<file path="src/hw/rtl/mset_pkg.sv">
// mset_pkg: shared types and codes for the multi-slot event timer
// no dependencies; used by the interfaces, the controller, the datapath
// and the top level
package mset_pkg;

  // default sizes of the bank
  localparam int NUM_SLOTS_DEF  = 16;
  localparam int TIME_WIDTH_DEF = 32;

  // command codes of an input word
  localparam logic [1:0] CMD_TICK    = 2'd0;
  localparam logic [1:0] CMD_CREATE  = 2'd1;
  localparam logic [1:0] CMD_DESTROY = 2'd2;
  localparam logic [1:0] CMD_NOP     = 2'd3;

  // result kinds of an output word
  localparam logic [1:0] KIND_FIRED   = 2'd0;
  localparam logic [1:0] KIND_CREATED = 2'd1;
  localparam logic [1:0] KIND_REFUSED = 2'd2;

  // input word payload
  typedef struct packed {
    logic [1:0]  cmd;
    logic [3:0]  slot;
    logic        repeat_mode;
    logic [30:0] delay_ticks;
    logic [30:0] gap_ticks;
    logic [15:0] repeat_count;
    logic [30:0] delta_ticks;
  } req_word_t;

  // output word payload
  typedef struct packed {
    logic [1:0] kind;
    logic [3:0] slot_id;
    logic       last;
  } evt_word_t;

  // controller to datapath commands
  typedef struct packed {
    logic latch;
    logic create;
    logic destroy;
    logic scan_start;
    logic scan_read;
    logic scan_skip;
    logic scan_exec;
    logic flush;
  } ctl_t;

  // datapath to controller status
  typedef struct packed {
    logic [1:0] op;
    logic       out_free;
    logic       slot_active;
    logic       idx_last;
    logic       pend_valid;
    logic       ex_stall;
  } sts_t;

endpackage

</file>
<file path="src/hw/rtl/mset_if.sv">
// mset_if: valid/ready channel interfaces of the multi-slot event timer
// depends on mset_pkg for the payload types

// command channel
interface mset_req_if;
  logic                  valid;
  logic                  ready;
  mset_pkg::req_word_t   data;

  modport source (output valid, output data, input ready);
  modport sink   (input valid, input data, output ready);
endinterface

// event channel
interface mset_evt_if;
  logic                  valid;
  logic                  ready;
  mset_pkg::evt_word_t   data;

  modport source (output valid, output data, input ready);
  modport sink   (input valid, input data, output ready);
endinterface

</file>
<file path="src/hw/rtl/multi_slot_event_timer_unit.sv">
// multi_slot_event_timer_unit: top level of the multi-slot event timer
// depends on mset_pkg, mset_if, mset_ctrl and mset_dp
//
//   channel  modport  words                            when taken
//   req_i    sink     tick / create / destroy / nop    valid && ready
//   evt_o    source   fired / created / refused        valid && ready
//
// a create, destroy or nop passes the idle and decode states; a tick adds a
// read state per idle slot, read and exec states per armed slot (read of the
// slot memory, then update and write back) and a closing flush state.
// a fire word is held back until the next fire so the last one can carry the
// last flag; a full output register stalls the scan only when a second fire
// arrives, and holds a create or the closing flush until the word is taken.
// reset clears the slot flags, scan control and output valid; the slot
// memory needs no clearing since a slot is read only after its create.
module multi_slot_event_timer_unit #(
  parameter int NumSlots  = mset_pkg::NUM_SLOTS_DEF,
  parameter int TimeWidth = mset_pkg::TIME_WIDTH_DEF
) (
  input  logic        clk_i,
  input  logic        rst_ni,
  mset_req_if.sink    req_i,
  mset_evt_if.source  evt_o
);

  mset_pkg::ctl_t ctl;
  mset_pkg::sts_t sts;

  // sequencer
  mset_ctrl u_ctrl (
    .clk_i      (clk_i),
    .rst_ni     (rst_ni),
    .in_valid_i (req_i.valid),
    .in_ready_o (req_i.ready),
    .sts_i      (sts),
    .ctl_o      (ctl)
  );

  // datapath
  mset_dp #(
    .NumSlots  (NumSlots),
    .TimeWidth (TimeWidth)
  ) u_dp (
    .clk_i       (clk_i),
    .rst_ni      (rst_ni),
    .in_data_i   (req_i.data),
    .ctl_i       (ctl),
    .sts_o       (sts),
    .out_ready_i (evt_o.ready),
    .out_valid_o (evt_o.valid),
    .out_data_o  (evt_o.data)
  );

endmodule

</file>
<file path="src/hw/rtl/mset_ctrl.sv">
// mset_ctrl: sequencer of the multi-slot event timer
// depends on mset_pkg; drives the datapath through ctl_t, watches sts_t
module mset_ctrl (
  input  logic             clk_i,
  input  logic             rst_ni,
  input  logic             in_valid_i,
  output logic             in_ready_o,
  input  mset_pkg::sts_t   sts_i,
  output mset_pkg::ctl_t   ctl_o
);

  localparam logic [2:0] ST_IDLE    = 3'd0;
  localparam logic [2:0] ST_DECODE  = 3'd1;
  localparam logic [2:0] ST_SCAN_RD = 3'd2;
  localparam logic [2:0] ST_SCAN_EX = 3'd3;
  localparam logic [2:0] ST_FLUSH   = 3'd4;

  logic [2:0] state_q, state_d;

  // state register
  always_ff @(posedge clk_i or negedge rst_ni) begin
    if (!rst_ni) begin
      state_q <= ST_IDLE;
    end else begin
      state_q <= state_d;
    end
  end

  // next state and commands
  always_comb begin
    state_d    = state_q;
    ctl_o      = '0;
    in_ready_o = 1'b0;
    unique case (state_q)
      ST_IDLE: begin
        in_ready_o = 1'b1;
        if (in_valid_i) begin
          ctl_o.latch = 1'b1;
          state_d     = ST_DECODE;
        end
      end
      ST_DECODE: begin
        unique case (sts_i.op)
          mset_pkg::CMD_TICK: begin
            ctl_o.scan_start = 1'b1;
            state_d          = ST_SCAN_RD;
          end
          mset_pkg::CMD_CREATE: begin
            if (sts_i.out_free) begin
              ctl_o.create = 1'b1;
              state_d      = ST_IDLE;
            end
          end
          mset_pkg::CMD_DESTROY: begin
            ctl_o.destroy = 1'b1;
            state_d       = ST_IDLE;
          end
          mset_pkg::CMD_NOP: begin
            state_d = ST_IDLE;
          end
        endcase
      end
      ST_SCAN_RD: begin
        // armed slots get a memory read, idle ones are passed over
        if (sts_i.slot_active) begin
          ctl_o.scan_read = 1'b1;
          state_d         = ST_SCAN_EX;
        end else begin
          ctl_o.scan_skip = 1'b1;
          if (sts_i.idx_last) begin
            state_d = ST_FLUSH;
          end
        end
      end
      ST_SCAN_EX: begin
        if (!sts_i.ex_stall) begin
          ctl_o.scan_exec = 1'b1;
          state_d         = sts_i.idx_last ? ST_FLUSH : ST_SCAN_RD;
        end
      end
      ST_FLUSH: begin
        // held fire word goes out marked last
        if (!sts_i.pend_valid) begin
          state_d = ST_IDLE;
        end else if (sts_i.out_free) begin
          ctl_o.flush = 1'b1;
          state_d     = ST_IDLE;
        end
      end
      default: begin
        state_d = ST_IDLE;
      end
    endcase
  end

endmodule

</file>
<file path="src/hw/rtl/mset_dp.sv">
// mset_dp: slot flags, slot memory, countdown arithmetic and output register
// depends on mset_pkg; commanded by mset_ctrl
module mset_dp #(
  parameter int NumSlots  = mset_pkg::NUM_SLOTS_DEF,
  parameter int TimeWidth = mset_pkg::TIME_WIDTH_DEF
) (
  input  logic                 clk_i,
  input  logic                 rst_ni,
  input  mset_pkg::req_word_t  in_data_i,
  input  mset_pkg::ctl_t       ctl_i,
  output mset_pkg::sts_t       sts_o,
  input  logic                 out_ready_i,
  output logic                 out_valid_o,
  output mset_pkg::evt_word_t  out_data_o
);

  localparam int SlotW = (NumSlots > 1) ? $clog2(NumSlots) : 1;
  localparam int LoadW = (TimeWidth > 32) ? TimeWidth : 32;
  localparam int EntW  = 3 * TimeWidth + 16;
  localparam int RldLo = 16;
  localparam int GapLo = 16 + TimeWidth;
  localparam int DlyLo = 16 + 2 * TimeWidth;

  // clamp a 31-bit tick count to the positive ceiling
  function automatic logic [TimeWidth-1:0] load_time(input logic [30:0] v);
    logic [LoadW-1:0] ext;
    logic [LoadW-1:0] ceil;
    ext  = {{(LoadW-31){1'b0}}, v};
    ceil = {{(LoadW-TimeWidth+1){1'b0}}, {(TimeWidth-1){1'b1}}};
    if (ext > ceil) begin
      ext = ceil;
    end
    return ext[TimeWidth-1:0];
  endfunction

  // subtract a non-negative amount, saturating at the negative floor
  function automatic logic [TimeWidth-1:0] sat_sub(input logic [TimeWidth-1:0] a,
                                                   input logic [TimeWidth-1:0] d);
    logic [TimeWidth:0] diff;
    diff = {a[TimeWidth-1], a} - {1'b0, d};
    if (diff[TimeWidth] != diff[TimeWidth-1]) begin
      return {1'b1, {(TimeWidth-1){1'b0}}};
    end
    return diff[TimeWidth-1:0];
  endfunction

  // latched input word
  logic [1:0]           op_q;
  logic [3:0]           slot_q;
  logic                 rep_q;
  logic [TimeWidth-1:0] dly_in_q;
  logic [TimeWidth-1:0] gap_in_q;
  logic [15:0]          cnt_in_q;
  logic [TimeWidth-1:0] delta_q;

  // per-slot flags
  logic [NumSlots-1:0]  in_use_q;
  logic [NumSlots-1:0]  ended_q;
  logic [NumSlots-1:0]  rep_mode_q;

  // slot memory: {delay, gap, reload, count}
  logic [EntW-1:0]      slot_mem_q [NumSlots];
  logic [EntW-1:0]      rd_q;

  // scan state
  logic [SlotW-1:0]     idx_q;
  logic                 pend_valid_q;
  logic [SlotW-1:0]     pend_slot_q;

  // output register
  logic                 out_valid_q;
  mset_pkg::evt_word_t  out_data_q;

  logic [8:0]           slot_ext;
  logic [SlotW-1:0]     slot_addr;
  logic                 slot_ok;
  logic                 create_ok;
  logic [8:0]           pend_ext;
  logic                 out_free;

  logic [TimeWidth-1:0] cur_dly, cur_gap, cur_rld;
  logic [15:0]          cur_cnt;
  logic                 cur_rep;
  logic                 dly_spent, gap_spent;
  logic                 fire;
  logic                 rep_fire;
  logic [15:0]          cnt_n;
  logic [TimeWidth-1:0] gap_a, gap_n, dly_n;
  logic                 end_n;

  logic                 mem_we;
  logic [SlotW-1:0]     mem_wa;
  logic [EntW-1:0]      mem_wd;

  // addressed slot decode
  assign slot_ext  = {5'd0, slot_q};
  assign slot_addr = slot_ext[SlotW-1:0];
  assign slot_ok   = slot_ext < 9'(NumSlots);
  assign create_ok = slot_ok && !(in_use_q[slot_addr] && !ended_q[slot_addr]);
  assign pend_ext  = 9'(pend_slot_q);
  assign out_free  = !out_valid_q || out_ready_i;

  // countdown of the visited slot
  always_comb begin
    cur_dly   = rd_q[DlyLo +: TimeWidth];
    cur_gap   = rd_q[GapLo +: TimeWidth];
    cur_rld   = rd_q[RldLo +: TimeWidth];
    cur_cnt   = rd_q[15:0];
    cur_rep   = rep_mode_q[idx_q];
    dly_spent = cur_dly[TimeWidth-1] || (cur_dly == '0);
    gap_spent = cur_gap[TimeWidth-1] || (cur_gap == '0);
    fire      = cur_rep ? ((cur_cnt != 16'd0) && dly_spent && gap_spent) : dly_spent;
    rep_fire  = cur_rep && fire;
    cnt_n     = rep_fire ? (cur_cnt - 16'd1) : cur_cnt;
    gap_a     = rep_fire ? cur_rld : cur_gap;
    gap_n     = (cur_rep && dly_spent) ? sat_sub(gap_a, delta_q) : gap_a;
    end_n     = cur_rep ? (cnt_n == 16'd0) : fire;
    dly_n     = sat_sub(cur_dly, delta_q);
  end

  // memory write port select
  always_comb begin
    mem_we = 1'b0;
    mem_wa = idx_q;
    mem_wd = {dly_n, gap_n, cur_rld, cnt_n};
    if (ctl_i.create && create_ok) begin
      mem_we = 1'b1;
      mem_wa = slot_addr;
      mem_wd = {dly_in_q, {TimeWidth{1'b0}}, gap_in_q, cnt_in_q};
    end else if (ctl_i.scan_exec) begin
      mem_we = 1'b1;
    end
  end

  // slot memory, registered read
  always_ff @(posedge clk_i) begin
    if (mem_we) begin
      slot_mem_q[mem_wa] <= mem_wd;
    end
    if (ctl_i.scan_read) begin
      rd_q <= slot_mem_q[idx_q];
    end
  end

  // input word latch
  always_ff @(posedge clk_i) begin
    if (ctl_i.latch) begin
      op_q     <= in_data_i.cmd;
      slot_q   <= in_data_i.slot;
      rep_q    <= in_data_i.repeat_mode;
      dly_in_q <= load_time(in_data_i.delay_ticks);
      gap_in_q <= load_time(in_data_i.gap_ticks);
      cnt_in_q <= in_data_i.repeat_count;
      delta_q  <= load_time(in_data_i.delta_ticks);
    end
  end

  // slot flags
  always_ff @(posedge clk_i or negedge rst_ni) begin
    if (!rst_ni) begin
      in_use_q   <= '0;
      ended_q    <= '0;
      rep_mode_q <= '0;
    end else begin
      if (ctl_i.create && create_ok) begin
        in_use_q[slot_addr]   <= 1'b1;
        ended_q[slot_addr]    <= 1'b0;
        rep_mode_q[slot_addr] <= rep_q;
      end
      if (ctl_i.destroy && slot_ok) begin
        in_use_q[slot_addr] <= 1'b0;
      end
      if (ctl_i.scan_exec) begin
        ended_q[idx_q] <= end_n;
      end
    end
  end

  // scan index and held fire word
  always_ff @(posedge clk_i or negedge rst_ni) begin
    if (!rst_ni) begin
      idx_q        <= '0;
      pend_valid_q <= 1'b0;
      pend_slot_q  <= '0;
    end else begin
      if (ctl_i.scan_start) begin
        idx_q        <= '0;
        pend_valid_q <= 1'b0;
      end
      if (ctl_i.scan_skip || ctl_i.scan_exec) begin
        idx_q <= idx_q + SlotW'(1);
      end
      if (ctl_i.scan_exec && fire) begin
        pend_valid_q <= 1'b1;
        pend_slot_q  <= idx_q;
      end
      if (ctl_i.flush) begin
        pend_valid_q <= 1'b0;
      end
    end
  end

  // output register
  always_ff @(posedge clk_i or negedge rst_ni) begin
    if (!rst_ni) begin
      out_valid_q <= 1'b0;
    end else if (ctl_i.create || ctl_i.flush ||
                 (ctl_i.scan_exec && fire && pend_valid_q)) begin
      out_valid_q <= 1'b1;
    end else if (out_ready_i) begin
      out_valid_q <= 1'b0;
    end
  end

  always_ff @(posedge clk_i) begin
    if (ctl_i.create) begin
      out_data_q.kind    <= create_ok ? mset_pkg::KIND_CREATED : mset_pkg::KIND_REFUSED;
      out_data_q.slot_id <= slot_q;
      out_data_q.last    <= 1'b1;
    end else if (ctl_i.flush || (ctl_i.scan_exec && fire && pend_valid_q)) begin
      out_data_q.kind    <= mset_pkg::KIND_FIRED;
      out_data_q.slot_id <= pend_ext[3:0];
      out_data_q.last    <= ctl_i.flush;
    end
  end

  assign out_valid_o = out_valid_q;
  assign out_data_o  = out_data_q;

  // status to the controller
  assign sts_o.op          = op_q;
  assign sts_o.out_free    = out_free;
  assign sts_o.slot_active = in_use_q[idx_q] && !ended_q[idx_q];
  assign sts_o.idx_last    = idx_q == SlotW'(NumSlots - 1);
  assign sts_o.pend_valid  = pend_valid_q;
  assign sts_o.ex_stall    = fire && pend_valid_q && !out_free;

endmodule
</file>
<file path="src/flat_wrapper.sv">
// flat-port wrapper written by rule: the top's interface ports become plain ports
module multi_slot_event_timer_unit_flat 
#(
  parameter int NumSlots  = mset_pkg::NUM_SLOTS_DEF,
  parameter int TimeWidth = mset_pkg::TIME_WIDTH_DEF
)
  (clk_i, rst_ni, req_i_valid, req_i_data, req_i_ready, evt_o_valid, evt_o_data, evt_o_ready);
  mset_req_if req_i_i ();
  mset_evt_if evt_o_i ();
  input  logic clk_i;
  input  logic rst_ni;
  input wire logic [$bits(req_i_i.valid)-1:0] req_i_valid;
  input wire logic [$bits(req_i_i.data)-1:0] req_i_data;
  output wire logic [$bits(req_i_i.ready)-1:0] req_i_ready;
  output wire logic [$bits(evt_o_i.valid)-1:0] evt_o_valid;
  output wire logic [$bits(evt_o_i.data)-1:0] evt_o_data;
  input wire logic [$bits(evt_o_i.ready)-1:0] evt_o_ready;
  assign req_i_i.valid = req_i_valid;
  assign req_i_i.data = req_i_data;
  assign req_i_ready = req_i_i.ready;
  assign evt_o_valid = evt_o_i.valid;
  assign evt_o_data = evt_o_i.data;
  assign evt_o_i.ready = evt_o_ready;
  multi_slot_event_timer_unit #(.NumSlots(NumSlots), .TimeWidth(TimeWidth)) u_core (.clk_i(clk_i), .rst_ni(rst_ni), .req_i(req_i_i), .evt_o(evt_o_i));
endmodule
</file>
<file path="config.mk">
export PLATFORM = sky130hd
export DESIGN_NAME = multi_slot_event_timer_unit_flat
export DESIGN_NICKNAME = d
export VERILOG_FILES = /design/src/hw/rtl/mset_pkg.sv /design/src/hw/rtl/mset_if.sv /design/src/hw/rtl/multi_slot_event_timer_unit.sv /design/src/hw/rtl/mset_ctrl.sv /design/src/hw/rtl/mset_dp.sv /design/src/flat_wrapper.sv
export SDC_FILE = /design/constraint.sdc
export NUM_CORES = 2
export LEC_CHECK = 0
export ABC_AREA = 1
export BUFFER_PORTS_ARGS = -buffer_cell sky130_fd_sc_hd__buf_2
export CORE_MARGIN = 2
export CORE_UTILIZATION = 55
export CTS_CLUSTER_SIZE = 8
export DETAILED_ROUTE_END_ITERATION = 10
export MAX_ROUTING_LAYER = met4
export PLACE_DENSITY = 0.76
export SYNTH_ARGS = -nofsm -noshare
export SYNTH_HDL_FRONTEND = slang
export SYNTH_HIERARCHICAL = 1
export SYNTH_SLANG_ARGS = --single-unit
</file>
<file path="constraint.sdc">
create_clock -name clk_i -period 11.5 [get_ports clk_i]
set_input_delay 2.3 -clock clk_i [delete_from_list [all_inputs] [get_ports clk_i]]
set_output_delay 2.3 -clock clk_i [all_outputs]
set_load 0.05 [all_outputs]
</file>
# ---- Word-level counts from Yosys, hierarchy flattened
# Memory sizes are Yosys's and may differ from the RTL's. A register that Yosys moved wholly into a read port is not among the register bits.
# Cells that the tools add are included.
dict set report word_totals {
  ff_bits 184
  mem_bits_rw 1792
  in_bits 120
  output_inout_bits 9
  wordCells 155
  n_memories 1
}
# name depth width rd rd_clocked_by_memory_dff write_ports line
set memory_table {}
lappend memory_table {u_core.u_dp.slot_mem_q 16 112 1 1 1 mset_dp.sv:62} ;# logic [EntW-1:0] slot_mem_q [NumSlots];
dict set report op_classes {
  add_sub_neg 4
  n_lt_le_gt_ge 5
  eq_ne 13
  n_mux 71
  bitwise_logic 4
  reduce_logical 39
}
# op n
set ops {}
lappend ops {{32-bit 2-to-1 mux} 6}
lappend ops {{112-bit 2-to-1 mux} 1}
lappend ops {{16-bit 2-to-1 mux} 5}
lappend ops {{32-bit by 32-bit subtractor with 33-bit output} 2}
lappend ops {{32-bit zero test} 2}
lappend ops {{1-bit 2-to-1 mux} 33}
lappend ops {{16-bit AND} 2}
lappend ops {{16-bit bitwise mux} 2}
lappend ops {{3-bit 2-to-1 mux} 8}
lappend ops {{1-bit binary-select mux with 4-bit select} 5}
lappend ops {{16-bit zero test} 1}
lappend ops {{16-bit NOT} 1}
lappend ops {{16-bit bitwise OR} 1}
lappend ops {{16-bit nonzero test} 1}
lappend ops {{16-bit by 1-bit subtractor with 16-bit output (second input constant)} 1}
lappend ops {{1-bit logical AND} 15}
lappend ops {{4-bit by 5-bit < comparator with 1-bit output (second input constant)} 3}
lappend ops {{3-bit one-hot mux with 5 select lines} 1}
lappend ops {{7-bit 2-to-1 mux} 2}
lappend ops {{4-bit 2-to-1 mux} 3}
lappend ops {{3-bit one-hot mux with 3 select lines} 1}
lappend ops {{1-bit demux with 4-bit select} 2}
lappend ops {{4-bit by 1-bit greater-or-equal comparator with 1-bit output (second input constant)} 2}
lappend ops {{1-bit logical OR} 7}
lappend ops {{other kinds (18)} 29}

# ---- Longest topological paths before layout
dict set report logic_depth {
  word_depth 14
  depth_mapped 36
  ltp_nobuf 33
}

# ---- Hierarchy
# The synthesis kept the hierarchy.
# module instances cells_per_inst area_each_um2 seq_area_each_um2
set by_module_without_submodules {}
lappend by_module_without_submodules {mset_dp 1 6894 84822.6 62309.8}
lappend by_module_without_submodules {mset_ctrl 1 58 312.8 75.1}

# ---- Worst setup path before layout
# Ideal clock, no wire load.
dict set report synth_timing {
  path_type {input port to flip-flop}
  from {input port evt_o_ready}
  to {memory u_core/u_dp/slot_mem_q[0][0] in the netlist's numbering (enable)}
  setup_time_ps 584
  arrival_ps 8295
  required_time_ps 10916
  setup_slack_ps 2621
  cell_stages 12
  n_path_buf 2
  path_cell_list {inv_1 -> nand2_1 -> buf_4 -> inv_1 -> nor3_1 -> nand2_1 -> inv_2 -> buf_2 -> nor2_1 -> nor2_1 -> nand2_1 -> nor2_1}
}
# item line
set synth_lines {}
lappend synth_lines {{from (decl)} flat_wrapper.sv:17} ;# input wire logic [$bits(evt_o_i.ready)-1:0] evt_o_ready;
lappend synth_lines {{to (decl)} mset_dp.sv:62}

# ---- Final worst setup path
dict set report layout_timing {
  from {register u_core.u_dp.idx_q[0]}
  to {memory u_core/u_dp/slot_mem_q[13][51] in the netlist's numbering, data pin}
}
dict set report layout_via {
  elab_chain_cells 11
  elab_cells_between_ends 12
  classes_between {1 x add/sub; 1 x eq/ne; 8 x mux; 2 x reduce/logical}
}
# item line
set layout_lines {}
lappend layout_lines {{from (decl)} mset_dp.sv:66} ;# logic [SlotW-1:0] idx_q;
lappend layout_lines {{from (signal assigned)} mset_dp.sv:191} ;# idx_q <= idx_q + SlotW'(1);
lappend layout_lines {{1-bit binary-select mux with 4-bit select *} mset_dp.sv:109} ;# cur_rep = rep_mode_q[idx_q];
lappend layout_lines {{1-bit 2-to-1 mux (not written as such) *} mset_dp.sv:109}
lappend layout_lines {{1-bit 2-to-1 mux} mset_dp.sv:112} ;# fire = cur_rep ? ((cur_cnt != 16'd0) && dly_spent && gap_spent) : dly_spent;
lappend layout_lines {{1-bit logical AND} mset_dp.sv:113} ;# rep_fire = cur_rep && fire;
lappend layout_lines {{32-bit 2-to-1 mux} mset_dp.sv:115} ;# gap_a = rep_fire ? cur_rld : cur_gap;
lappend layout_lines {{32-bit by 32-bit subtractor with 33-bit output} mset_dp.sv:40} ;# diff = {a[TimeWidth-1], a} - {1'b0, d};
lappend layout_lines {{1-bit != test} mset_dp.sv:41} ;# if (diff[TimeWidth] != diff[TimeWidth-1]) begin
lappend layout_lines {{1-bit 2-to-1 mux} mset_dp.sv:41}
lappend layout_lines {{32-bit 2-to-1 mux} mset_dp.sv:44} ;# return diff[TimeWidth-1:0];
lappend layout_lines {{32-bit 2-to-1 mux *} mset_dp.sv:116} ;# gap_n = (cur_rep && dly_spent) ? sat_sub(gap_a, delta_q) : gap_a;
lappend layout_lines {{112-bit 2-to-1 mux *} mset_dp.sv:126} ;# if (ctl_i.create && create_ok) begin
lappend layout_lines {{named net u_core.u_dp.mem_wd[51]} mset_dp.sv:93} ;# logic [EntW-1:0] mem_wd;
# Mark *: on every way through the listed nets, which the timed path passes. The rest lies on a longest branch. The select of a mux whose other input is x is not followed.

==> run summary <==
Largest net degree at the start of global routing -> 225
Via count -> 58255
Switch share -> 34.3%
Leak -> 32.7 nW
GR met1 Demand/Resource -> 40.1%
Final Hold Viols -> 0
Seq pwr share -> 40.9%
Dpl cells -> 8816
Comb power frac -> 28.8%
Simple-gate share of the synthesized area -> 11.4%
Met3 usage -> 5.47%
Ys async rst share -> 2.92%
Row count -> 144
Routed len/inst -> 25.4 um
Half-perimeter wire length after placement -> 119000 um
Die height -> 397 um
Slew headroom -> 12.0%
RSZ-0062 raised after global routing -> false
Layout area overhead -> 12.8%
Yosys warning count -> 6
Mapped Avg Cell Area -> 12.2 um2
Die Area -> 158000 um2
Area of the multi-input gates -> 20600 um2
Fillers -> 11031
Skew-Pair Late Insertion Delay -> 910 ps
Initial antenna violation count -> 7
Share of cells above drive strength 1 -> 8.89%
Post-synth top area cell -> edfxtp_1
Layout Skew -> 61.7 ps
Max_cap viols -> 0
R2R Setup Slk -> 3290 ps
Actual slew at the worst max-slew pin -> 1310 ps
Met2 Use GR -> 45.3%
Syn_nets -> 7143
Int Power -> 0.0171 W
CTS tree -> yes
Kind of critical path -> reg -> reg
TritonRoute pass-1 iters -> 8
Hold_ws -> 484 ps
Final slew viol count -> 0
Max Clock Freq -> 0.122 GHz
# DRC -> 0
Crit-path max cell delay -> 880 ps
Port Buffers -> 128
CP startpoint kind -> flip-flop
Die width -> 397 um
CTS root buf -> clkbuf_16
Total CTS buffers -> 312
Clk buf depth -> 4
Synth Area in Compound Gates -> 11.2%
Peak VDD IR -> 0.271 mV
CTS HTree Levels -> 5
Critical path arrival -> 8740 ps
Core region area -> 154000 um2
Post-Synth Adder-Cell Area -> 1.06%
Vias per inst -> 6.35
Synthesized netlist cell count -> 6952
Synth top area share -> 71.5%
Crit. End Element -> flip-flop
Seq. cell area -> 62400 um2
ANT nets after route -> 0
Outcome -> completed
Crit-path slowest cell -> a21oi_1
Min cycle time layout -> 8210 ps
HP Class -> reg -> reg
XOR/XNOR Fraction of Synth Area -> 0.473%
Clock slew seen by the registers of the worst setup and hold paths -> 50 ps
Yosys reg bits -> 2088
Critical Path RT -> 12030 ps
Gr busiest metal -> met2
Top_reg_cell synth -> edfxtp_1
Post-synthesis cell area -> 85100 um2
Largest family of logic cells by synthesized area -> simple AND/OR/NAND/NOR gates
Fin nets -> 7277
Non-Filler Instances -> 9178
GRT Total Usage -> 29.9%
DRT iter0 DRCs -> 8265
CTS sink count -> 2088
Placer congestion estimate -> 0.971
Fin crit share -> 71.4%
Post-synth EDFFs -> 2026
Crit path top cell by count -> nand2_1
Mux contribution to synthesized area -> 0%
IO Pins -> 129
Cts repair resizes -> 0
Post-CTS Setup Bufs -> 0
Cell Area, Placed -> 87800 um2
Pwr Density -> 270 nW/um2
Hold Buf Count CTS -> 0
Final Setup Violations -> 0
Setup TNS -> 0 ps
Total power -> 0.0260 W
Layout Cell Area excl Fill -> 96000 um2
Post-synthesis sequential area ratio -> 73.3%
Total Wirelength -> 233000 um
Net switching power -> 0.00890 W
Clock power share -> 30.3%
Initial Util -> 55.3%
CP max FO -> 83
Count of unique library cells instantiated by Yosys -> 50
Synth area leaders -> edfxtp_1 (71%), o21ai_0 (6.3%), nor2_1 (5.1%)
Vias in the first global route -> 55980
First-pass GRT wire length -> 344000 um
Gr ovfl total -> 0
-- synth_stat cells (22+ instances only) --
library cell  count
a21oi_1         133
buf_1            25
clkbuf_1        354
dfrtp_1          61
edfxtp_1       2026
ha_1             69
inv_1           171
nand2_1        1027
nand2_2          22
nand3_1          44
nand4_1         122
nor2_1         1151
o21ai_0        1074
o22ai_1         456
xnor2_1          22
xor2_1           24
-- final timing paths --
path,startpoint,to,cells past startpoint
max,u_core/u_dp/idx_q[0]$_DFFE_PN0P_,u_core/u_dp/slot_mem_q[13][51]$_DFFE_PP_,30
min,u_core/u_dp/out_data_o[0]$_SDFFE_PP1N_,u_core/u_dp/out_data_o[0]$_SDFFE_PP1N_,2
max reg2reg,u_core/u_dp/idx_q[0]$_DFFE_PN0P_,u_core/u_dp/slot_mem_q[13][51]$_DFFE_PP_,30
max in group asynchronous,rst_ni,u_core/u_dp/idx_q[1]$_DFFE_PN0P_,2
min in group asynchronous,rst_ni,u_core/u_dp/out_valid_o$_DFFE_PN0P_,2
min reg2reg,u_core/u_dp/out_data_o[0]$_SDFFE_PP1N_,u_core/u_dp/out_data_o[0]$_SDFFE_PP1N_,2
-- layout make-up --
class	count	area share [%]
sequential	2088	65.0
multi-input combinational	4278	21.5
clock buffer	344	8.39
tap	2044	2.66
timing repair buffer	224	1.59
inverter	182	0.740
clock inverter	13	0.154
antenna	5	0.0130
-- per-stage QoR --
step | setup WS [ps] | utilization (%)
floorplan | 2620 | -
detailed placement | 3440 | 57.1
global placement | 3620 | 57.1
finish | 3290 | 62.4
global route | 2690 | 62.4
CTS | 3380 | 62.4
-- power groups by stage --
stage                     registers [W]  logic, W  clock network (W)
final                            0.0106   0.00748            0.00786
after global routing             0.0107   0.00813            0.00822
after CTS                        0.0106   0.00733            0.00792
after detailed placement         0.0107   0.00723                  0
after global placement           0.0107   0.00703                  0
after floorplan                  0.0106   0.00489                  0
-- routing by layer --
| layer | wire length [um] | share of wire (%) |
|---|---|---|
| met1 | 87200 | 37 |
| met2 | 109000 | 47 |
| met3 | 27300 | 12 |
| met4 | 9410 | 4.0 |
| met5 | 0 | 0 |
-- critical path: cells and delay by family, from the launching register on --
| family | cells | cell delay (ps) |
|---|---|---|
| adder cells (fa/ha/maj) | 3 | 950 |
| AO/OA/AOI/OAI | 4 | 1510 |
| buffers and inverters | 4 | 1070 |
| AND/OR/NAND/NOR | 19 | 3380 |
| flip-flops | 1 | 860 |
-- flip-flops by register name, summed over array words and instances, names as in the netlist, 16 cells and up --
name	count
u_core/u_dp/cnt_in_q	16
u_core/u_dp/delta_q	31
u_core/u_dp/dly_in_q	31
u_core/u_dp/ended_q	16
u_core/u_dp/gap_in_q	31
u_core/u_dp/in_use_q	16
u_core/u_dp/rd_q	112
u_core/u_dp/rep_mode_q	16
u_core/u_dp/slot_mem_q	1792
-- kinds of logic (layout without fill, tap and decap cells) --
family | count (synthesis) | after routing
xor+xnor | 46 | 46
compound gates | 1746 | 1746
simple gates | 2415 | 2415
fa+ha+maj | 71 | 71
other cells | 0 | 5
buf+inv | 586 | 763
flops | 2088 | 2088
-- cell usage in the layout (no fill, tap or decap), drive strengths merged, types with 61 or more instances in the layout --
cell    synthesis  routed
inv           182     188
nand4         122     122
o22ai         456     456
edfxtp       2026    2026
a21oi         133     133
buf            50     224
dfrtp          61      61
nor2         1159    1159
clkbuf        354     344
ha             69      69
o21ai        1083    1083
nand2        1055    1055
(Power assumes the default switching activity.)
